===== src/kvt_pkg.sv =====
package kvt_pkg;

   // table geometry
   localparam int CAPACITY    = 16;
   localparam int VALUE_BYTES = 8;
   localparam int IDX_W       = (CAPACITY > 1) ? $clog2(CAPACITY) : 1;
   localparam int CNT_W       = $clog2(CAPACITY + 1);
   localparam int CMP_W       = (CNT_W > 5) ? CNT_W + 1 : 6;

   // port field widths
   localparam int KEY_W   = 32;
   localparam int VALUE_W = 64;
   localparam int LEN_W   = 4;
   localparam int POS_W   = 4;
   localparam int COUNT_W = 5;
   localparam int CSR_W   = 5;

   typedef enum logic [1:0] {
      CMD_INSERT = 2'd0,
      CMD_DELETE = 2'd1,
      CMD_LOOKUP = 2'd2,
      CMD_NOP    = 2'd3
   } cmd_type;

   typedef enum logic [1:0] {
      STAT_OK       = 2'd0,
      STAT_TOO_LONG = 2'd1,
      STAT_FULL     = 2'd2,
      STAT_MISSING  = 2'd3
   } status_type;

   typedef enum logic {
      CSR_VALUE_LIMIT    = 1'b0,
      CSR_CAPACITY_LIMIT = 1'b1
   } csr_index_type;

   typedef enum logic {
      S_IDLE = 1'b0,
      S_RUN  = 1'b1
   } state_type;

   // one stored entry
   typedef struct packed {
      logic [KEY_W-1:0]   key;
      logic [LEN_W-1:0]   len;
      logic [VALUE_W-1:0] value;
   } entry_type;

   // search result handed from cell to cell
   typedef struct packed {
      logic               found;
      logic [IDX_W-1:0]   pos;
      logic [LEN_W-1:0]   len;
      logic [VALUE_W-1:0] value;
   } carry_type;

   // operation broadcast to every cell
   typedef struct packed {
      cmd_type            kind;
      logic               ins_ok;
      logic [KEY_W-1:0]   key;
      logic [LEN_W-1:0]   len;
      logic [VALUE_W-1:0] value;
      logic [CNT_W-1:0]   fill;
   } op_type;

   // finished result beat
   typedef struct packed {
      status_type         status;
      logic [POS_W-1:0]   pos;
      logic [LEN_W-1:0]   len;
      logic [VALUE_W-1:0] value;
      logic [COUNT_W-1:0] count;
   } result_type;

   // keep only the low len bytes of a value word
   function automatic logic [VALUE_W-1:0] byte_mask(input logic [LEN_W-1:0] len);
      logic [VALUE_W-1:0] m;
      m = '0;
      for (int b = 0; b < VALUE_W / 8; b++) begin
         if (LEN_W'(b) < len) begin
            m[b*8 +: 8] = 8'hFF;
         end
      end
      return m;
   endfunction

endpackage


===== src/kvt_if.sv =====
interface kvt_req_if;
   import kvt_pkg::*;
   logic                      valid;
   logic                      ready;
   logic [1:0]                cmd;
   logic signed [KEY_W-1:0]   key;
   logic [VALUE_W-1:0]        value_word;
   logic [LEN_W-1:0]          byte_len;

   modport source (output valid, cmd, key, value_word, byte_len, input ready);
   modport sink   (input valid, cmd, key, value_word, byte_len, output ready);
endinterface

interface kvt_rsp_if;
   import kvt_pkg::*;
   logic               valid;
   logic               ready;
   logic [1:0]         status;
   logic [POS_W-1:0]   entry_pos;
   logic [LEN_W-1:0]   entry_len;
   logic [VALUE_W-1:0] entry_value;
   logic [COUNT_W-1:0] entry_count;

   modport source (output valid, status, entry_pos, entry_len, entry_value, entry_count,
                   input ready);
   modport sink   (input valid, status, entry_pos, entry_len, entry_value, entry_count,
                   output ready);
endinterface


===== src/kvt_cell.sv =====
module kvt_cell
   import kvt_pkg::*;
(
   input  logic             clock,
   input  logic             reset,
   input  logic [IDX_W-1:0] index,
   input  op_type           op,
   input  logic             wave_in,
   input  carry_type        carry_in,
   input  entry_type        next_entry,
   output logic             wave_out,
   output carry_type        carry_out,
   output entry_type        entry
);

   logic      wave_ff;
   carry_type carry_ff;
   carry_type carry_in_w;
   entry_type entry_ff;
   entry_type entry_in;
   logic      in_range;
   logic      match;
   logic      found_here;

   // compare against the broadcast key while the wave passes this cell
   always_comb begin
      in_range   = CNT_W'(index) < op.fill;
      match      = in_range && (entry_ff.key == op.key) && !carry_in.found;
      found_here = carry_in.found || match;
   end

   // pass the earlier hit on, or put this entry on the chain
   always_comb begin
      carry_in_w = carry_in;
      if (match) begin
         carry_in_w.found = 1'b1;
         carry_in_w.pos   = index;
         carry_in_w.len   = entry_ff.len;
         carry_in_w.value = entry_ff.value;
      end
   end

   // append on insert, pull the right neighbor down on delete
   always_comb begin
      entry_in = entry_ff;
      if (wave_in) begin
         case (op.kind)
            CMD_INSERT: begin
               if (op.ins_ok && (CNT_W'(index) == op.fill)) begin
                  entry_in.key   = op.key;
                  entry_in.len   = op.len;
                  entry_in.value = op.value;
               end
            end
            CMD_DELETE: begin
               if (found_here) begin
                  entry_in = next_entry;
               end
            end
            default: begin
               entry_in = entry_ff;
            end
         endcase
      end
   end

   always_ff @(posedge clock) begin
      if (reset) begin
         wave_ff <= 1'b0;
      end else begin
         wave_ff <= wave_in;
      end
   end

   always_ff @(posedge clock) begin
      entry_ff <= entry_in;
      if (wave_in) begin
         carry_ff <= carry_in_w;
      end
   end

   assign wave_out  = wave_ff;
   assign carry_out = carry_ff;
   assign entry     = entry_ff;

endmodule


===== src/compacting_key_value_table.sv =====
// Compacting key/value table.
// Commands arrive as beats on req_bus (valid/ready): insert, delete or lookup of a
// signed 32-bit key. Each accepted beat gives exactly one beat on rsp_bus with a
// status, the hit position, length and value on a lookup, and the entry count.
// Entries live in a row of CAPACITY cells. A search wave enters cell 0 in the cycle
// after acceptance and moves one cell per cycle; the first matching cell puts its
// entry on the chain, and on delete every cell at or past the hit pulls its right
// neighbor down as the wave passes. When the wave leaves the last cell the result
// goes to the pending register; the next command is taken only after that, and the
// length of the cell row sets how long a command runs.
// A finished result waits in a pending register while an earlier one is still
// stalled on rsp_bus, so one more command may run behind a stalled beat.
// req_bus.ready is low while a command runs and while the pending register is full.
// csr_we writes value_limit (index 0) or capacity_limit (index 1).
// Reset empties the table, clears both channels and sets the limits to 8 and 16.
module compacting_key_value_table
   import kvt_pkg::*;
(
   input  logic             clock,
   input  logic             reset,
   input  logic             csr_we,
   input  logic             csr_index,
   input  logic [CSR_W-1:0] csr_wdata,
   kvt_req_if.sink          req_bus,
   kvt_rsp_if.source        rsp_bus
);

   logic [LEN_W-1:0] value_limit_ff;
   logic [4:0]       capacity_limit_ff;
   logic [CNT_W-1:0] count_ff;
   logic [CNT_W-1:0] count_in;
   state_type        state_ff;
   state_type        state_in;
   op_type           op_ff;
   status_type       ins_status_ff;
   status_type       ins_status;
   logic             start_ff;
   logic             pend_valid_ff;
   result_type       pend_ff;
   result_type       pend_in;
   logic             rsp_valid_ff;
   result_type       rsp_ff;
   logic             req_fire;
   logic             done;
   logic             move;
   logic             too_long;
   logic             full;
   carry_type        tail;

   logic             wave_w  [0:CAPACITY];
   carry_type        carry_w [0:CAPACITY];
   entry_type        entry_w [0:CAPACITY-1];

   // width helpers for the fixed-width result fields
   function automatic logic [POS_W-1:0] to_pos(input logic [IDX_W-1:0] p);
      logic [IDX_W+POS_W-1:0] t;
      t = (IDX_W + POS_W)'(p);
      return t[POS_W-1:0];
   endfunction

   function automatic logic [COUNT_W-1:0] to_count(input logic [CNT_W-1:0] c);
      logic [CNT_W+COUNT_W-1:0] t;
      t = (CNT_W + COUNT_W)'(c);
      return t[COUNT_W-1:0];
   endfunction

   // configuration writes
   always_ff @(posedge clock) begin
      if (reset) begin
         value_limit_ff    <= LEN_W'(8);
         capacity_limit_ff <= 5'd16;
      end else if (csr_we) begin
         case (csr_index_type'(csr_index))
            CSR_VALUE_LIMIT:    value_limit_ff    <= csr_wdata[LEN_W-1:0];
            CSR_CAPACITY_LIMIT: capacity_limit_ff <= csr_wdata[4:0];
            default:            value_limit_ff    <= value_limit_ff;
         endcase
      end
   end

   // insert checks: length first, then fullness
   always_comb begin
      too_long = (req_bus.byte_len > value_limit_ff) ||
                 (req_bus.byte_len > LEN_W'(VALUE_BYTES));
      full     = (CMP_W'(count_ff) >= CMP_W'(capacity_limit_ff)) ||
                 (CMP_W'(count_ff) >= CMP_W'(CAPACITY));
      if (too_long) begin
         ins_status = STAT_TOO_LONG;
      end else if (full) begin
         ins_status = STAT_FULL;
      end else begin
         ins_status = STAT_OK;
      end
   end

   assign req_fire = req_bus.valid && req_bus.ready;
   assign done     = wave_w[CAPACITY];
   assign tail     = carry_w[CAPACITY];

   // next state
   always_comb begin
      state_in = state_ff;
      case (state_ff)
         S_IDLE:  if (req_fire) state_in = S_RUN;
         S_RUN:   if (done) state_in = S_IDLE;
         default: state_in = S_IDLE;
      endcase
   end

   // state outputs
   always_comb begin
      case (state_ff)
         S_IDLE:  req_bus.ready = !pend_valid_ff;
         S_RUN:   req_bus.ready = 1'b0;
         default: req_bus.ready = 1'b0;
      endcase
   end

   always_ff @(posedge clock) begin
      if (reset) begin
         state_ff <= S_IDLE;
         start_ff <= 1'b0;
      end else begin
         state_ff <= state_in;
         start_ff <= req_fire;
      end
   end

   // latch the command for broadcast
   always_ff @(posedge clock) begin
      if (req_fire) begin
         op_ff.kind    <= cmd_type'(req_bus.cmd);
         op_ff.ins_ok  <= (cmd_type'(req_bus.cmd) == CMD_INSERT) && (ins_status == STAT_OK);
         op_ff.key     <= req_bus.key;
         op_ff.len     <= req_bus.byte_len;
         op_ff.value   <= req_bus.value_word & byte_mask(req_bus.byte_len);
         op_ff.fill    <= count_ff;
         ins_status_ff <= ins_status;
      end
   end

   // cell row
   assign wave_w[0]  = start_ff;
   assign carry_w[0] = '0;

   for (genvar i = 0; i < CAPACITY; i++) begin : g_cell
      entry_type next_w;
      if (i == CAPACITY - 1) begin : g_last
         assign next_w = entry_w[i];
      end else begin : g_mid
         assign next_w = entry_w[i+1];
      end
      kvt_cell u_cell (
         .clock      (clock),
         .reset      (reset),
         .index      (IDX_W'(i)),
         .op         (op_ff),
         .wave_in    (wave_w[i]),
         .carry_in   (carry_w[i]),
         .next_entry (next_w),
         .wave_out   (wave_w[i+1]),
         .carry_out  (carry_w[i+1]),
         .entry      (entry_w[i])
      );
   end

   // new count and result when the wave leaves the last cell
   always_comb begin
      count_in = count_ff;
      if (done) begin
         if (op_ff.kind == CMD_INSERT && op_ff.ins_ok) begin
            count_in = count_ff + CNT_W'(1);
         end else if (op_ff.kind == CMD_DELETE && tail.found) begin
            count_in = count_ff - CNT_W'(1);
         end
      end
      pend_in       = '0;
      pend_in.count = to_count(count_in);
      case (op_ff.kind)
         CMD_INSERT: pend_in.status = ins_status_ff;
         CMD_DELETE: pend_in.status = tail.found ? STAT_OK : STAT_MISSING;
         CMD_LOOKUP: begin
            pend_in.status = tail.found ? STAT_OK : STAT_MISSING;
            if (tail.found) begin
               pend_in.pos   = to_pos(tail.pos);
               pend_in.len   = tail.len;
               pend_in.value = tail.value;
            end
         end
         default:    pend_in.status = STAT_OK;
      endcase
   end

   always_ff @(posedge clock) begin
      if (reset) begin
         count_ff <= '0;
      end else begin
         count_ff <= count_in;
      end
   end

   // pending and output registers
   assign move = pend_valid_ff && (!rsp_valid_ff || rsp_bus.ready);

   always_ff @(posedge clock) begin
      if (reset) begin
         pend_valid_ff <= 1'b0;
         rsp_valid_ff  <= 1'b0;
      end else begin
         if (done) begin
            pend_valid_ff <= 1'b1;
         end else if (move) begin
            pend_valid_ff <= 1'b0;
         end
         if (move) begin
            rsp_valid_ff <= 1'b1;
         end else if (rsp_bus.ready) begin
            rsp_valid_ff <= 1'b0;
         end
      end
   end

   always_ff @(posedge clock) begin
      if (done) begin
         pend_ff <= pend_in;
      end
      if (move) begin
         rsp_ff <= pend_ff;
      end
   end

   assign rsp_bus.valid       = rsp_valid_ff;
   assign rsp_bus.status      = rsp_ff.status;
   assign rsp_bus.entry_pos   = rsp_ff.pos;
   assign rsp_bus.entry_len   = rsp_ff.len;
   assign rsp_bus.entry_value = rsp_ff.value;
   assign rsp_bus.entry_count = rsp_ff.count;

endmodule


===== src/flat_wrapper.sv =====
// flat-port wrapper written by rule: the top's interface ports become plain ports
module compacting_key_value_table_flat import kvt_pkg::*;
  (clock, reset, csr_we, csr_index, csr_wdata, req_bus_valid, req_bus_cmd, req_bus_key, req_bus_value_word, req_bus_byte_len, req_bus_ready, rsp_bus_valid, rsp_bus_status, rsp_bus_entry_pos, rsp_bus_entry_len, rsp_bus_entry_value, rsp_bus_entry_count, rsp_bus_ready);
  kvt_req_if req_bus_i ();
  kvt_rsp_if rsp_bus_i ();
  input  logic clock;
  input  logic reset;
  input  logic csr_we;
  input  logic csr_index;
  input  logic [CSR_W-1:0] csr_wdata;
  input wire logic [$bits(req_bus_i.valid)-1:0] req_bus_valid;
  input wire logic [$bits(req_bus_i.cmd)-1:0] req_bus_cmd;
  input wire logic [$bits(req_bus_i.key)-1:0] req_bus_key;
  input wire logic [$bits(req_bus_i.value_word)-1:0] req_bus_value_word;
  input wire logic [$bits(req_bus_i.byte_len)-1:0] req_bus_byte_len;
  output wire logic [$bits(req_bus_i.ready)-1:0] req_bus_ready;
  output wire logic [$bits(rsp_bus_i.valid)-1:0] rsp_bus_valid;
  output wire logic [$bits(rsp_bus_i.status)-1:0] rsp_bus_status;
  output wire logic [$bits(rsp_bus_i.entry_pos)-1:0] rsp_bus_entry_pos;
  output wire logic [$bits(rsp_bus_i.entry_len)-1:0] rsp_bus_entry_len;
  output wire logic [$bits(rsp_bus_i.entry_value)-1:0] rsp_bus_entry_value;
  output wire logic [$bits(rsp_bus_i.entry_count)-1:0] rsp_bus_entry_count;
  input wire logic [$bits(rsp_bus_i.ready)-1:0] rsp_bus_ready;
  assign req_bus_i.valid = req_bus_valid;
  assign req_bus_i.cmd = req_bus_cmd;
  assign req_bus_i.key = req_bus_key;
  assign req_bus_i.value_word = req_bus_value_word;
  assign req_bus_i.byte_len = req_bus_byte_len;
  assign req_bus_ready = req_bus_i.ready;
  assign rsp_bus_valid = rsp_bus_i.valid;
  assign rsp_bus_status = rsp_bus_i.status;
  assign rsp_bus_entry_pos = rsp_bus_i.entry_pos;
  assign rsp_bus_entry_len = rsp_bus_i.entry_len;
  assign rsp_bus_entry_value = rsp_bus_i.entry_value;
  assign rsp_bus_entry_count = rsp_bus_i.entry_count;
  assign rsp_bus_i.ready = rsp_bus_ready;
  compacting_key_value_table u_core (.clock(clock), .reset(reset), .csr_we(csr_we), .csr_index(csr_index), .csr_wdata(csr_wdata), .req_bus(req_bus_i), .rsp_bus(rsp_bus_i));
endmodule

===== config.mk =====
export PLATFORM = sky130hd
export DESIGN_NAME = compacting_key_value_table_flat
export DESIGN_NICKNAME = d
export VERILOG_FILES = /design/src/kvt_pkg.sv /design/src/kvt_if.sv /design/src/kvt_cell.sv /design/src/compacting_key_value_table.sv /design/src/flat_wrapper.sv
export SDC_FILE = /design/constraint.sdc
export NUM_CORES = 2
export LEC_CHECK = 0
export ABC_AREA = 1
export BUFFER_PORTS_ARGS = -buffer_cell sky130_fd_sc_hd__buf_4
export CORE_ASPECT_RATIO = 1.4
export CORE_MARGIN = 2
export CORE_UTILIZATION = 60
export CTS_CLUSTER_DIAMETER = 60
export CTS_CLUSTER_SIZE = 40
export DETAILED_ROUTE_END_ITERATION = 16
export PLACE_DENSITY = 0.81
export RECOVER_POWER = 50
export SLEW_MARGIN = 20
export SYNTH_ARGS = -nofsm -noshare
export SYNTH_HDL_FRONTEND = slang
export SYNTH_SLANG_ARGS = --single-unit

===== constraint.sdc =====
create_clock -name clock -period 31 [get_ports clock]
set_clock_uncertainty 0.1 [all_clocks]
set_input_delay 6.2 -clock clock [delete_from_list [all_inputs] [get_ports clock]]
set_output_delay 6.2 -clock clock [all_outputs]
set_load 0.005 [all_outputs]

==> results_dict.tcl <==
set metrics [dict create \
    grt_pass1_vias 98000 \
    core_um2 223000 \
    worstRegToRegCells 6 \
    vias 98600 \
    leakagePower_nw 56.8 \
    hpwl_um 297000 \
    crit_top_cell "clkbuf_1" \
    worstSetupStartpoint "u_core.op_ff[107]$_DFFE_PP_" \
    synth_xor_xnor_area_share 0.0198 \
    synth_fa_ha_area_frac 0.00140 \
    avgSynthCellArea_um2 10.5 \
    cp-end-kind "flop" \
    nets 12700 \
    fin_total_pwr_mw 7.64 \
    synthFlopType "edfxtp_1" \
    die_h_um 564 \
    maxSlewViolCount 3980 \
    dieArea_um2 228000 \
    cts_resized 0 \
    cts_htree_levels 4 \
    hp-start "u_core.pend_ff[46]$_SDFFCE_PN0P_" \
    synth_top_cell_area_share 0.676 \
    syn_area_um2 134000 \
    rsz0062_at_grt "no" \
    crit-reg2reg-launch "u_core.op_ff[107]$_DFFE_PP_" \
    grt.total_usage 0.374 \
    portBuffers 193 \
    fin_crit_sh 0.395 \
    place_congestion 1.00 \
    ios 194 \
    fmax_mhz 81.6 \
    start_kind "flop" \
    ys_warn_count 0 \
    gr-total-overflow 0 \
    seq_area_um2 91400 \
    synth_top_family_by_area "simple AND/OR/NAND/NOR gates" \
    fin_setup_tns_ps 0 \
    worst-slew-pin-transition_ps 5980 \
    cp_max_fo 141 \
    cpPeakStageDelay_ps 5040 \
    yosysMostFrequentCell "nand2_1" \
    power_density_nw_per_um2 53.6 \
    path_class "flop to flop" \
    cts_setup_buffers 0 \
    cts_tree "done" \
    drv_cap 70 \
    n_fill_cell 17000 \
    yosysTopAreaCell "edfxtp_1" \
    drive_gt1_frac 0.0545 \
    cts_hold_buf 0 \
    hp-class "flop to flop" \
    clk_pin_slew_worst_paths_ps 120 \
    r2r-end "u_core.g_cell[0].u_cell.entry[82]$_DFFE_PP_" \
    synth_common_cells "nand2_1 (5679), edfxtp_1 (3021), nand4_1 (995), inv_1 (660), nor2_1 (607)" \
    peakVddDrop_v 0.0000629 \
    violations "capacitance limit, slew limit" \
    ys_types 39 \
    cts_buffers 154 \
    numClockSinks 3055 \
    slew_headroom -2.99 \
    syn_to_final_growth_pct 6.23 \
    muxShareOfSynthArea 0 \
    drcViolationCount 0 \
    grt_antenna_before_repair 3 \
    synthCells 12800 \
    fin_crit_ps 12250 \
    viasPerCell 6.32 \
    rows 205 \
    die_x_um 404 \
    synth_compound_area_frac 0.0183 \
    reg2reg_setup_slack_ps 18750 \
    setup.worst_path.end "u_core.g_cell[0].u_cell.entry[82]$_DFFE_PP_" \
    cp_slowest_cell "clkinvlp_2" \
    start_util 0.603 \
    dpl.cell_count 15300 \
    finalHoldViolCount 0 \
    synth_edf_count 3021 \
    status "complete, but fails checks" \
    multi_input_area_um2 36500 \
    grt_pass1_wl_um 625000 \
    synth_area_leaders "edfxtp_1 (68%), nand2_1 (16%), nand4_1 (4.6%)" \
    drtIter0Drc 12800 \
    cts_root_buf "clkbuf_16" \
    yosys.area_share.simple 0.232 \
    ys_async_sr_fraction 0 \
    crit_required_ps 31460 \
    synth_seq_cells 3055 \
    setup_viol 0 \
    cp.arrival_ps 12710 \
    drt-wirelength-per-cell_um 27.7 \
    clk_latency_ps 870 \
    ys_seq_area_frac 0.681 \
    stdcell_count 15600 \
    first_pass_iters 7 \
    grt_max_degree 262 \
    path_cells "inv_1 -> ha_1 -> clkinvlp_2 -> clkbuf_1 -> clkbuf_1 -> o21ai_0" \
    clockBufferDepth 4 \
    drt-total-wl_um 433000 \
    antenna_left 0 \
    syn_nets 13000 \
]
-- cell type report --
cell class | count | area share
sequential | 3055 | 0.641
multi-input combinational | 8284 | 0.256
clock buffer | 161 | 0.0277
tap | 2898 | 0.0254
timing repair buffer | 390 | 0.0192
inverter | 706 | 0.0188
clock inverter | 109 | 0.0115
antenna | 6 | 0.000105
-- power by group --
group | switching (mW) | internal (mW) | total, mW
sequential | 0.0223 | 4.56 | 4.58
combinational | 0.370 | 0.114 | 0.484
clock | 1.49 | 1.08 | 2.57
total | 1.89 | 5.75 | 7.64
-- registers in the layout, summed over array words and instances, names as in the netlist, 4 cells and up --
register,flops
u_core.g_cell.u_cell.entry,1600
u_core.g_cell.u_cell.carry_out,1153
u_core.op_ff,108
u_core.pend_ff,79
u_core.rsp_bus.entry_value,64
u_core.g_cell.u_cell.wave_out,16
u_core.capacity_limit_ff,5
u_core.count_ff,5
u_core.rsp_bus.entry_count,5
u_core.rsp_bus.entry_len,4
u_core.rsp_bus.entry_pos,4
u_core.value_limit_ff,4
-- cells in the final DEF, fill, tap and decap left out, types with 8 or more instances in the layout --
| cell type | synthesis | routed |
|---|---|---|
| buf_4 | 101 | 306 |
| nand2_1 | 5679 | 5678 |
| nor2_4 | 14 | 28 |
| inv_2 | 44 | 39 |
| dfxtp_1 | 34 | 31 |
| clkinvlp_4 | 0 | 9 |
| xnor2_1 | 199 | 199 |
| inv_6 | 0 | 16 |
| inv_8 | 0 | 14 |
| a21oi_1 | 38 | 36 |
| o21ai_0 | 393 | 393 |
| inv_16 | 0 | 17 |
| and2_1 | 9 | 8 |
| or2_2 | 11 | 11 |
| o22ai_1 | 16 | 16 |
| nor3_1 | 27 | 27 |
| nand4_1 | 995 | 997 |
| nor2_1 | 607 | 606 |
| clkinv_16 | 0 | 8 |
| nand3b_1 | 16 | 16 |
| nand3_1 | 85 | 85 |
| clkbuf_1 | 436 | 79 |
| ha_1 | 15 | 15 |
| o21ai_1 | 23 | 23 |
| clkinv_8 | 0 | 22 |
| xor2_1 | 104 | 104 |
| inv_1 | 660 | 648 |
| clkbuf_16 | 0 | 157 |
| inv_4 | 0 | 9 |
| edfxtp_1 | 3021 | 3021 |
| nand3_2 | 10 | 10 |
-- per-stage QoR --
step | hold WS, ps | cell area, um^2 | worst slack (ps) | util
floorplan | 300 | 134000 | 18460 | -
global placement | 309 | 137000 | 22860 | 0.617
detailed placement | 305 | 137000 | 22740 | 0.617
CTS | 332 | 143000 | 23180 | 0.642
global route | 350 | 143000 | 18560 | 0.640
finish | 333 | 143000 | 18750 | 0.640
-- layer usage --
layer  track usage  up-vias  wire length [um]
met2         0.658     6353            220000
met4         0.308        0             44900
met1         0.404    47900            137000
met3        0.0474     1821             30900
li1              -    42500                 -
met5             0        -                 0
-- how the worst min path moves through the flow --
stage / end / slack [ps] / cells after the start
2_1_floorplan: u_core.rsp_bus.entry_count[0]$_DFFE_PP_ / 300 / 0
3_3_place_gp: u_core.rsp_bus.entry_value[41]$_DFFE_PP_ / 310 / 0
3_5_place_dp: u_core.rsp_bus.entry_value[40]$_DFFE_PP_ / 300 / 0
4_1_cts: u_core.rsp_bus.entry_value[40]$_DFFE_PP_ / 330 / 0
5_1_grt: u_core.rsp_bus.entry_value[30]$_DFFE_PP_ / 350 / 0
6_report: u_core.rsp_bus.entry_value[41]$_DFFE_PP_ / 330 / 0
-- cells by family after synthesis --
| kind of cell | count (synthesis) |
|---|---|
| buffers and inverters | 1492 |
| AOI/OAI and AO/OA | 481 |
| and+or+nand+nor | 7485 |
| DFF | 3055 |
| adders and majority gates | 15 |
| xor gates and xnor gates | 303 |
-- worst max-delay path: cells and delay by family, from the launching register on --
family                   cells  cell delay, ps
AO/OA/AOI/OAI                1            1170
adder cells (fa/ha/maj)      1             970
buffers and inverters        4            9000
flip-flops                   1             460
Note: power is estimated with default switching activity, not from simulation.
